## src/design/dnpc_pkg.sv

```systemverilog
`timescale 1ns / 1ps

package dnpc_pkg;

    // Default sizes
    localparam int PADS_MAX_DEF  = 1024;
    localparam int NEIGHBORS_DEF = 3;

    // Number of neighbor indices on the result channel
    localparam int REPORTED = 3;

    // Field widths
    localparam int KIND_W   = 2;
    localparam int COORD_W  = 32;
    localparam int SIZE_W   = 31;
    localparam int QIDX_W   = 10;
    localparam int QUAD_W   = 2;
    localparam int STATUS_W = 2;
    localparam int SPACE_W  = 31;
    localparam int NCNT_W   = 2;
    localparam int NIDX_W   = 10;

    // Squared distance: two 64-bit squares plus carry
    localparam int DIST_W = 2 * COORD_W + 1;
    // Signed clearance: 32-bit magnitude minus 31-bit half sum
    localparam int GAP_W  = COORD_W + 2;

    localparam logic [SPACE_W-1:0] SPACE_MAX = '1;

    // Item kinds
    typedef enum logic [KIND_W-1:0] {
        KIND_LOAD  = 2'd0,
        KIND_QUERY = 2'd1,
        KIND_CLEAR = 2'd2
    } t_kind;

    // Result status codes
    localparam logic [STATUS_W-1:0] STATUS_OK    = 2'd0;
    localparam logic [STATUS_W-1:0] STATUS_FULL  = 2'd1;
    localparam logic [STATUS_W-1:0] STATUS_NOIDX = 2'd2;

    // Sequencer states
    typedef enum logic [3:0] {
        ST_IDLE,
        ST_QLAT,
        ST_SCAN,
        ST_DRAIN,
        ST_GRD,
        ST_GABS,
        ST_GDIF,
        ST_GMIN,
        ST_FIN
    } t_state;

    // One stored pad
    typedef struct packed {
        logic signed [COORD_W-1:0] x;
        logic signed [COORD_W-1:0] y;
        logic [SIZE_W-1:0]         w;
        logic [SIZE_W-1:0]         h;
    } t_pad;

    localparam int PAD_W = $bits(t_pad);

    // Control into the nearest-neighbor keeper
    typedef struct packed {
        logic clear;
        logic insert;
    } t_keep_ctl;

endpackage

```

## src/design/dnpc_keep.sv

```systemverilog
`timescale 1ns / 1ps

module dnpc_keep #(
    parameter int NEIGHBORS = dnpc_pkg::NEIGHBORS_DEF,
    parameter int IDX_W     = $clog2(dnpc_pkg::PADS_MAX_DEF)
) (
    input  logic                                i_clk,
    input  logic                                i_rst_n,
    input  dnpc_pkg::t_keep_ctl                 i_ctl,
    input  logic [dnpc_pkg::DIST_W-1:0]         i_dist,
    input  logic [IDX_W-1:0]                    i_idx,
    output logic [NEIGHBORS-1:0]                o_valid,
    output logic [NEIGHBORS-1:0][IDX_W-1:0]     o_idx
);

    import dnpc_pkg::*;

    logic [NEIGHBORS-1:0]              r_valid, n_valid;
    logic [NEIGHBORS-1:0][DIST_W-1:0]  r_dist, n_dist;
    logic [NEIGHBORS-1:0][IDX_W-1:0]   r_idx, n_idx;

    logic [NEIGHBORS-1:0]              less;
    logic [NEIGHBORS-1:0]              prev_less;
    logic [NEIGHBORS-1:0]              sh_valid;
    logic [NEIGHBORS-1:0][DIST_W-1:0]  sh_dist;
    logic [NEIGHBORS-1:0][IDX_W-1:0]   sh_idx;

    // Sorted list: candidate lands after every entry at equal or smaller distance
    always_comb begin
        for (int k = 0; k < NEIGHBORS; k++) begin
            less[k] = !r_valid[k] || (i_dist < r_dist[k]);
        end
        prev_less = less << 1;
        sh_valid  = r_valid << 1;
        sh_dist   = r_dist << DIST_W;
        sh_idx    = r_idx << IDX_W;

        n_valid = r_valid;
        n_dist  = r_dist;
        n_idx   = r_idx;
        if (i_ctl.insert) begin
            for (int k = 0; k < NEIGHBORS; k++) begin
                if (less[k] && !prev_less[k]) begin
                    n_valid[k] = 1'b1;
                    n_dist[k]  = i_dist;
                    n_idx[k]   = i_idx;
                end else if (less[k]) begin
                    n_valid[k] = sh_valid[k];
                    n_dist[k]  = sh_dist[k];
                    n_idx[k]   = sh_idx[k];
                end
            end
        end
        if (i_ctl.clear) begin
            n_valid = '0;
        end
    end

    always_ff @(posedge i_clk) begin
        if (!i_rst_n) begin
            r_valid <= '0;
        end else begin
            r_valid <= n_valid;
        end
    end

    always_ff @(posedge i_clk) begin
        r_dist <= n_dist;
        r_idx  <= n_idx;
    end

    assign o_valid = r_valid;
    assign o_idx   = r_idx;

endmodule

```

## config.mk

```make
export PLATFORM = sky130hd
export DESIGN_NAME = dnpc_keep
export DESIGN_NICKNAME = d
export VERILOG_FILES = /design/src/design/dnpc_pkg.sv /design/src/design/dnpc_keep.sv
export SDC_FILE = /design/constraint.sdc
export NUM_CORES = 1
export LEC_CHECK = 0
export ABC_CLOCK_PERIOD_IN_PS = 26000
export BUFFER_PORTS_ARGS = -buffer_cell sky130_fd_sc_hd__buf_2
export CORE_MARGIN = 8
export CORE_UTILIZATION = 30
export CTS_CLUSTER_DIAMETER = 50
export DETAILED_ROUTE_END_ITERATION = 12
export PLACE_DENSITY = 0.42
export SYNTH_ARGS = -nofsm -noshare
export SYNTH_HDL_FRONTEND = slang
export SYNTH_SLANG_ARGS = --single-unit
export TNS_END_PERCENT = 100
```

## constraint.sdc

```tcl
create_clock -name i_clk -period 26 [get_ports i_clk]
set_input_delay 5.2 -clock i_clk [delete_from_list [all_inputs] [get_ports i_clk]]
set_output_delay 5.2 -clock i_clk [all_outputs]
set_load 0.03 [all_outputs]
```

After elaboration in Yosys (flattened, before gate mapping). Index checks and enable logic that the tools add are counted.

Register bits: 228. Latch bits: 0. Memory bits (writable): 0. Bits in read-only memories: 0. Input bits: 79. Output and inout port bits: 33. Memories: 0.

$add $sub $neg: 0. Multipliers: 0. Divide/modulo/power cells: 0. $lt $le $gt $ge: 3. Eq/ne operators: 0. Shift operators: 0. Muxes and demuxes: 12. Bitwise gates (word level): 1. Reductions and logical operators: 16.

Operators with widths (number): 65-bit two-way mux (4); 65-bit less-than comparator (3); 10-bit two-way mux (4); 2-bit AND reduction (3); 1-bit zero test (5); 1-bit two-way mux (4); 2-bit nonzero test (2); 1-bit logical OR (3); 1-bit logical AND (2); 2-bit OR reduction (1); 1-bit inverter (1).

Logic depth before layout (Yosys ltp). Gate-level depths: netlist (run 1).

Depth after elaboration: 6. Mapped depth: 12. Gate-level depth less buffers: 10.

Worst setup path before layout (run 1). No wires, ideal clock.

Path kind: in2reg. Start point: input port i_dist[10] (netlist bit). End point: register r_idx, in the netlist o_idx[0], enable pin. Setup time: 601 ps. Arrival: 11604 ps. Data required time: 25399 ps. Setup slack: 13796 ps. Stages on the path: 8. Cells stage by stage: ha_1 -> a211oi_1 -> nor2_1 -> a2111oi_0 -> nor3_1 -> nor4_1 -> nor2_1 -> nor3_1.

Cells in the longest elaborated chain, start to end: 3.

Ends and longest elaborated chain: start, declared (line dnpc_keep.sv:10) `input logic [dnpc_pkg::DIST_W-1:0] i_dist,`; 65-bit less-than comparator (line dnpc_keep.sv:31) `less[k] = !r_valid[k] || (i_dist < r_dist[k]);`; 1-bit logical OR (line dnpc_keep.sv:31); 2-bit AND reduction (no line); end signal, assigned (line dnpc_keep.sv:69) `r_idx <= n_idx;`; end, declared (line dnpc_keep.sv:20) `logic [NEIGHBORS-1:0][IDX_W-1:0] r_idx, n_idx;`.

Every way passes these cells. A chain may end at the register's enable or synchronous reset.

Final worst setup path (run 1).
Start point: input port i_dist[4] (netlist bit). End point: register r_idx, in the netlist o_idx[21], data pin.

Cells in the longest elaborated chain, start to end: 5. Elaborated cells between the ends (all ways): 7. Those cells by class: 2 x order compare; 1 x mux; 4 x reduce/logical.

Ends and longest elaborated chain: 65-bit less-than comparator (line dnpc_keep.sv:31); 1-bit logical OR (line dnpc_keep.sv:31); 1-bit zero test (line dnpc_keep.sv:43) `if (less[k] && !prev_less[k]) begin`; 1-bit logical AND * (line dnpc_keep.sv:43); 10-bit two-way mux * (line dnpc_keep.sv:43).

Mark *: on every way between the ends. The rest lies on a longest branch, timed or not.

==> reports/qor.txt, run 1 <==
=====================================================================================
Horiz. Die Dim                                                               229.9 um
Number of buffers added to fix hold violations after cts                            0
Leakage                                                                      7.244 nW
Share of cells above drive strength 1                                          0.2659
Master cell of the clock root buffer                                     sky130_fd_sc_hd__clkbuf_16
Area grow syn2layout                                                           19.41%
CTS resizes                                                                         0
Unrepaired setup endpoints after global routing                                 false
Final GP Congestion                                                            0.7411
Part of the total power dissipated in the clock network                         0.491
Internal power contribution                                                 0.8624 mW
Power per standard cell area                                             69.20 mW/mm2
Critical path required time                                                  26270 ps
Commonest register cell after synthesis                                  sky130_fd_sc_hd__edfxtp_1
Time the final worst path needs with I/O delays and setup                     9516 ps
Clock-pin slew of the registers on the worst-case setup and hold paths          50 ps
Clk buf depth                                                                       3
Max VDD drop                                                                 40.80 uV
IO buf count                                                                      111
DR DRC count                                                                        0
Overflow left after global routing                                                  0
Combined area of all synthesized cells                                    0.01372 mm2
Area contributors post-synth                                             sky130_fd_sc_hd__edfxtp_1 49%, sky130_fd_sc_hd__ha_1 18%, sky130_fd_sc_hd__mux2_2 8.2%
Kind of start point of the critical path                                 primary input
WL per Instance                                                              17.88 um
R2r setup slk                                                                20920 ps
Count of cell types in the netlist                                                 42
Hold crit path type                                                      register to register
Post-route ant nets                                                                 0
Worst Clk Skew                                                               16.48 ps
Max transition margin                                                          0.2912
Final clock period utilization by the worst path                               0.3660
Area share of the largest cell type after synthesis                            0.4925
Transition time at the pin with the least slew margin                         1061 ps
Outcome                                                                  finished, final reports clean
Die area                                                                  0.05283 mm2
Data arrival time of the critical path                                        9790 ps
Worst hold slack across all endpoints                                        566.1 ps
Total area of sequential cells                                           0.006817 mm2
1st-pass router iterations                                                          4
Die height                                                                   229.9 um
Clock H-tree levels                                                                 2
Mean area per synthesized cell                                              12.46 um2
Final count of negative-setup-slack endpoints                                       0
Violation count after the first detailed-routing iteration                        421
Sw frac                                                                        0.2393
Pin count of the biggest net entering global routing                               60
Biggest fanout along the worst timing path                                         36
Sequential Power Share                                                          0.391
Power dissipated by switching net loads                                     0.2713 mW
Worst Setup Path Type                                                    primary input to register
Antenna fix cells                                                                   0
Final count of pins violating max slew                                              0
Clock insertion delay at the later pin of the skew report                      540 ps
First-pass GRT wire length                                                   52.82 mm
Core Rows                                                                          78
Net count reported at finish                                                     1515
Number of enable-type register cells in the synthesized netlist                   225
Most area-hungry cell type in the Yosys netlist                          sky130_fd_sc_hd__edfxtp_1
Share of flip-flops with an asynchronous set or reset after synthesis               0
Fill cell instance count of the final layout                                     4526
Count of vias placed by the detailed router                                      8580
Number of primary I/O pins                                                        112
Kind of capture point of the worst setup path                                register
Clk sink count                                                                    228
Total of flip-flops plus latches after synthesis                                  228
MaxCap Viol Count                                                                   0
Vias in the first global route                                                   9068
TritonCTS buffer count                                                             37
Detailed-route vias per instance                                                4.586
Effective utilization at floorplan                                             0.3030
Clock tree from TritonCTS                                                       built
Final Hold Vio Count                                                                0
Yosys warns                                                                         0
Highest clock frequency the design can meet                                 105.1 MHz
Total track usage                                                              0.1275
HPWL reported at the end of detailed placement                               23.37 mm
Core Footprint                                                            0.04528 mm2
Combinational fraction of design power                                          0.118
Syn_nets                                                                         1372
Sequential fraction of the synthesis area                                      0.4969
Total Routed Length                                                          33.45 mm
Number of instances in the synthesized netlist                                   1101
Footprint of the multi-input gates                                       0.006065 mm2
Setup TNS Final                                                                  0 ps
# Post-CTS Setup Buffers                                                            0
Initial antenna violation count                                                     1
=====================================================================================
[through the flow]
stage,util,setup WS [ps],instance area [um2],power [mW],std cells
6_report,0.3618,16480,16380,1.134,1871
5_1_grt,0.3618,16200,16380,1.188,1871
4_1_cts,0.3618,16430,16380,1.155,1871
3_5_place_dp,0.3314,15840,15010,0.5872,1805
3_3_place_gp,0.3314,15910,15010,0.5864,1805
2_1_floorplan,-,13800,13720,0.5381,1101
[layout by cell type (no fill, tap or decap), types with 7 or more instances in the layout]
master | netlist | routed
sky130_fd_sc_hd__a21o_1 | 15 | 15
sky130_fd_sc_hd__mux2_2 | 100 | 100
sky130_fd_sc_hd__clkbuf_16 | 0 | 39
sky130_fd_sc_hd__nor2b_1 | 7 | 7
sky130_fd_sc_hd__o21ai_0 | 32 | 32
sky130_fd_sc_hd__nor3_1 | 9 | 8
sky130_fd_sc_hd__nand4_1 | 31 | 31
sky130_fd_sc_hd__inv_1 | 200 | 200
sky130_fd_sc_hd__edfxtp_1 | 225 | 225
sky130_fd_sc_hd__ha_1 | 192 | 192
sky130_fd_sc_hd__nor2_1 | 24 | 23
sky130_fd_sc_hd__buf_4 | 5 | 9
sky130_fd_sc_hd__a211oi_1 | 7 | 7
sky130_fd_sc_hd__a21oi_1 | 76 | 75
sky130_fd_sc_hd__bufinv_16 | 0 | 10
sky130_fd_sc_hd__mux2_4 | 50 | 50
sky130_fd_sc_hd__buf_2 | 5 | 111
sky130_fd_sc_hd__nand2_1 | 50 | 50
sky130_fd_sc_hd__nand3_1 | 13 | 13
[final cells by class]
cell class / count / area share
Tap cell: 600 / 0.04583
Clock inverter: 22 / 0.02329
Sequential cell: 228 / 0.4161
Inverter: 200 / 0.04583
Timing Repair Buffer: 120 / 0.03804
Clock buffer: 44 / 0.06072
Multi-Input combinational cell: 657 / 0.3702
[final timing paths]
check | from | end | depth (start not counted)
hold reg to reg | r_dist[60] | r_dist[125] | 1
setup reg to reg | r_dist[72] | o_idx[21] | 12
hold / removal | r_dist[60] | r_dist[125] | 1
setup / recovery | i_dist[4] | o_idx[21] | 12
[layer usage]
metal | vias up | share of wire | global-route usage
met1 | 4070 | 0.48 | 0.1723
li1 | 4330 | - | -
met4 | 2 | 0.021 | 0.03900
met2 | 122 | 0.45 | 0.2044
met5 | - | 0.00039 | 0
met3 | 56 | 0.045 | 0.02426
[worst max-delay path, stage by stage]
cell and delay, ps:
sky130_fd_sc_hd__buf_2 140, sky130_fd_sc_hd__ha_1 320, sky130_fd_sc_hd__nand4_1 150, sky130_fd_sc_hd__nor4b_1 340
sky130_fd_sc_hd__nor3_1 80, sky130_fd_sc_hd__o221ai_1 280, sky130_fd_sc_hd__a21oi_1 250, sky130_fd_sc_hd__o221ai_1 470
sky130_fd_sc_hd__a21boi_4 930, sky130_fd_sc_hd__buf_4 550, sky130_fd_sc_hd__buf_4 630, sky130_fd_sc_hd__mux2_2 410
[power by group through the flow]
stage / Combinational (mW) / Clock, mW / Sequential (mW)
6_report: 0.134 / 0.557 / 0.443
5_1_grt: 0.155 / 0.588 / 0.446
4_1_cts: 0.138 / 0.575 / 0.443
3_5_place_dp: 0.137 / 0 / 0.450
3_3_place_gp: 0.136 / 0 / 0.450
2_1_floorplan: 0.0824 / 0 / 0.456
[flip-flops by register name, indices dropped and copies added (netlist names)]
register / cells
o_idx: 30
o_valid: 3
r_dist: 195
[synthesized netlist by cell type (13+ instances only)]
cell type and number:
sky130_fd_sc_hd__nand4_1 31, sky130_fd_sc_hd__edfxtp_1 225, sky130_fd_sc_hd__nand2_1 50, sky130_fd_sc_hd__o21ai_0 32, sky130_fd_sc_hd__inv_1 200, sky130_fd_sc_hd__a21o_1 15, sky130_fd_sc_hd__ha_1 192, sky130_fd_sc_hd__mux2_4 50
sky130_fd_sc_hd__nand3_1 13, sky130_fd_sc_hd__mux2_2 100, sky130_fd_sc_hd__nor2_1 24, sky130_fd_sc_hd__a21oi_1 76
[logic make-up (layout without fill, tap and decap cells)]
group / count (synthesis) / in the layout / share of synthesized area
muxes: 150 / 150 / 0.1368
and+or+nand+nor: 156 / 156 / 0.05718
buffers and inverters: 216 / 386 / 0.06420
AOI/OAI and AO/OA: 159 / 159 / 0.06986
DFF: 228 / 228 / 0.4969
adders and majority gates: 192 / 192 / 0.1751
Power figures use the tool's default switching activity.
==> run 2: changes to the inputs <==
--- a/config.mk
+++ b/config.mk
@@ -5,7 +5,7 @@
 export SDC_FILE = /design/constraint.sdc
 export NUM_CORES = 1
 export LEC_CHECK = 0
-export ABC_CLOCK_PERIOD_IN_PS = 26000
+export ABC_CLOCK_PERIOD_IN_PS = 9650
 export BUFFER_PORTS_ARGS = -buffer_cell sky130_fd_sc_hd__buf_2
 export CORE_MARGIN = 8
 export CORE_UTILIZATION = 30
==> constraint.sdc (replaced) <==
create_clock -name i_clk -period 9.65 [get_ports i_clk]
set_input_delay 1.93 -clock i_clk [delete_from_list [all_inputs] [get_ports i_clk]]
set_output_delay 1.93 -clock i_clk [all_outputs]
set_load 0.03 [all_outputs]
==> reports/qor.txt, run 2 (synthesized netlist as in run 1, its figures left out) <==
=====================================================================================
Biggest fanout along the worst timing path                                         49
Placed Instance Area                                                      0.01500 mm2
Sequential Power Share                                                          0.409
Time the final worst path needs with I/O delays and setup                     5760 ps
Unrepaired setup endpoints after global routing                                 false
DR DRC count                                                                        0
Die area                                                                  0.05283 mm2
Power per standard cell area                                             179.2 mW/mm2
Horiz. Die Dim                                                               229.9 um
Worst Clk Skew                                                               27.34 ps
Clock H-tree levels                                                                 2
Final count of pins violating max slew                                              0
Final clock period utilization by the worst path                               0.5969
Transition time at the pin with the least slew margin                         1125 ps
Final Hold Vio Count                                                                0
Uppermost layer routed                                                           met5
Clk sink count                                                                    228
Length of routed wiring on met1                                              15.66 mm
TritonCTS buffer count                                                             40
Worst hold slack across all endpoints                                        563.5 ps
Register with the highest flop count                                           r_dist
Routed met2 length                                                           15.26 mm
Setup TNS Final                                                                  0 ps
Total Routed Length                                                          32.95 mm
HPWL reported at the end of detailed placement                               23.23 mm
Most frequent standard cell in the layout excluding fill and tap cells   sky130_fd_sc_hd__edfxtp_1
First-pass GRT wire length                                                   52.50 mm
Post-route non-filler standard cell count                                        1876
Final count of negative-setup-slack endpoints                                       0
CTS resizes                                                                         0
Max transition margin                                                          0.2479
Max VDD drop                                                                 105.4 uV
Critical path required time                                                   9920 ps
Amount of wire on met3 after detailed routing                                1.229 mm
Antenna fix cells                                                                   0
Post-route ant nets                                                                 0
Net count reported at finish                                                     1516
Data arrival time of the critical path                                        6030 ps
Clk buf depth                                                                       3
IO buf count                                                                      111
Kind of capture point of the worst setup path                                register
Post-route total power                                                       2.921 mW
Core Footprint                                                            0.04528 mm2
Number of primary I/O pins                                                        112
Hold crit path type                                                      register to register
Share of cells above drive strength 1                                          0.2672
Detailed-route vias per instance                                                4.596
Master cell of the clock root buffer                                     sky130_fd_sc_hd__clkbuf_16
WL per Instance                                                              17.56 um
Overflow left after global routing                                                  0
Core Rows                                                                          78
Final GP Congestion                                                            0.7799
Violation count after the first detailed-routing iteration                        340
Clock-pin slew of the registers on the worst-case setup and hold paths          50 ps
Fill cell instance count of the final layout                                     4483
MaxCap Viol Count                                                                   0
Kind of start point of the critical path                                 primary input
Part of the total power dissipated in the clock network                         0.469
Total track usage                                                              0.1254
1st-pass router iterations                                                          4
Final non-filler cell area                                                0.01630 mm2
Highest clock frequency the design can meet                                 173.6 MHz
Leakage                                                                      7.197 nW
Effective utilization at floorplan                                             0.3030
Combinational fraction of design power                                          0.123
Internal power contribution                                                  2.168 mW
Number of flip-flops under the largest register name                              195
Die height                                                                   229.9 um
# Post-CTS Setup Buffers                                                            0
Initial antenna violation count                                                     3
Power dissipated by switching net loads                                     0.7528 mW
Area grow syn2layout                                                           18.80%
Sw frac                                                                        0.2577
Outcome                                                                  finished, final reports clean
Clock tree from TritonCTS                                                       built
Count of placed standard cells including taps                                    1803
Pin count of the biggest net entering global routing                               56
Most frequent cells in the layout                                        225 x sky130_fd_sc_hd__edfxtp_1, 200 x sky130_fd_sc_hd__inv_1, 192 x sky130_fd_sc_hd__ha_1, 111 x sky130_fd_sc_hd__buf_2, 100 x sky130_fd_sc_hd__mux2_2
Count of vias placed by the detailed router                                      8622
Clock insertion delay at the later pin of the skew report                      550 ps
Number of buffers added to fix hold violations after cts                            0
Vias in the first global route                                                   9213
Worst Setup Path Type                                                    primary input to register
=====================================================================================
-- run 2: cell types whose count changed in the layout (fill, tap and decap cells not counted) --
cell,change
sky130_fd_sc_hd__clkinvlp_4,+3
sky130_fd_sc_hd__clkbuf_1,-3
sky130_fd_sc_hd__clkbuf_16,+3
sky130_fd_sc_hd__inv_6,+1
sky130_fd_sc_hd__clkinv_4,+1
sky130_fd_sc_hd__buf_4,-3
sky130_fd_sc_hd__clkinv_8,+1
sky130_fd_sc_hd__clkinv_1,+5
sky130_fd_sc_hd__buf_12,+1
sky130_fd_sc_hd__clkinv_2,+4
sky130_fd_sc_hd__bufinv_16,-8
-- run 2: area by class of cell --
class | count | area, um2 | area share
flip-flops and latches | 228 | 6817 | 0.4182
multi-input cells | 657 | 6065 | 0.3721
clock buffers | 44 | 1059 | 0.06495
inverters | 200 | 750.7 | 0.04606
well taps | 600 | 750.7 | 0.04606
repair buffers | 118 | 620.6 | 0.03808
clock inverters | 29 | 236.5 | 0.01451
-- run 2: layer usage --
layer	vias up	global-route usage
li1	4334	-
met1	4115	0.1645
met2	109	0.2027
met5	-	0
met3	58	0.02980
met4	6	0.03861
-- run 2: path summary, 6_finish.rpt --
check                    from          end  slack (ps)  depth (start not counted)
setup reg to reg   r_dist[10]  r_dist[108]        5040                         11
hold reg to reg   r_dist[101]  r_dist[166]         560                          1
setup / recovery   i_dist[10]  r_dist[108]        3890                         11
hold / removal    r_dist[101]  r_dist[166]         560                          1
-- run 2: per-stage QoR --
step                utilization  worst slack [ps]
floorplan                     -             715.8
global placement         0.3313              3234
detailed placement       0.3313              3226
CTS                      0.3599              3788
global route             0.3599              3576
finish                   0.3599              3890
-- run 2: critical path, cell delays in order --
cell and delay, ps:
sky130_fd_sc_hd__buf_2 130, sky130_fd_sc_hd__ha_1 310, sky130_fd_sc_hd__a211oi_1 250, sky130_fd_sc_hd__nor2_1 70
sky130_fd_sc_hd__a2111oi_0 700, sky130_fd_sc_hd__nor3_1 130, sky130_fd_sc_hd__nor4_1 350, sky130_fd_sc_hd__nor2_1 160
sky130_fd_sc_hd__o21bai_4 760, sky130_fd_sc_hd__buf_4 800, sky130_fd_sc_hd__mux2_2 410
-- run 2: power by group through the flow --
stage	combinational, mW	clock [mW]	sequential [mW]
6_report	0.359	1.37	1.19
5_1_grt	0.414	1.45	1.20
4_1_cts	0.370	1.42	1.19
3_5_place_dp	0.368	0	1.21
3_3_place_gp	0.365	0	1.21
2_1_floorplan	0.222	0	1.23
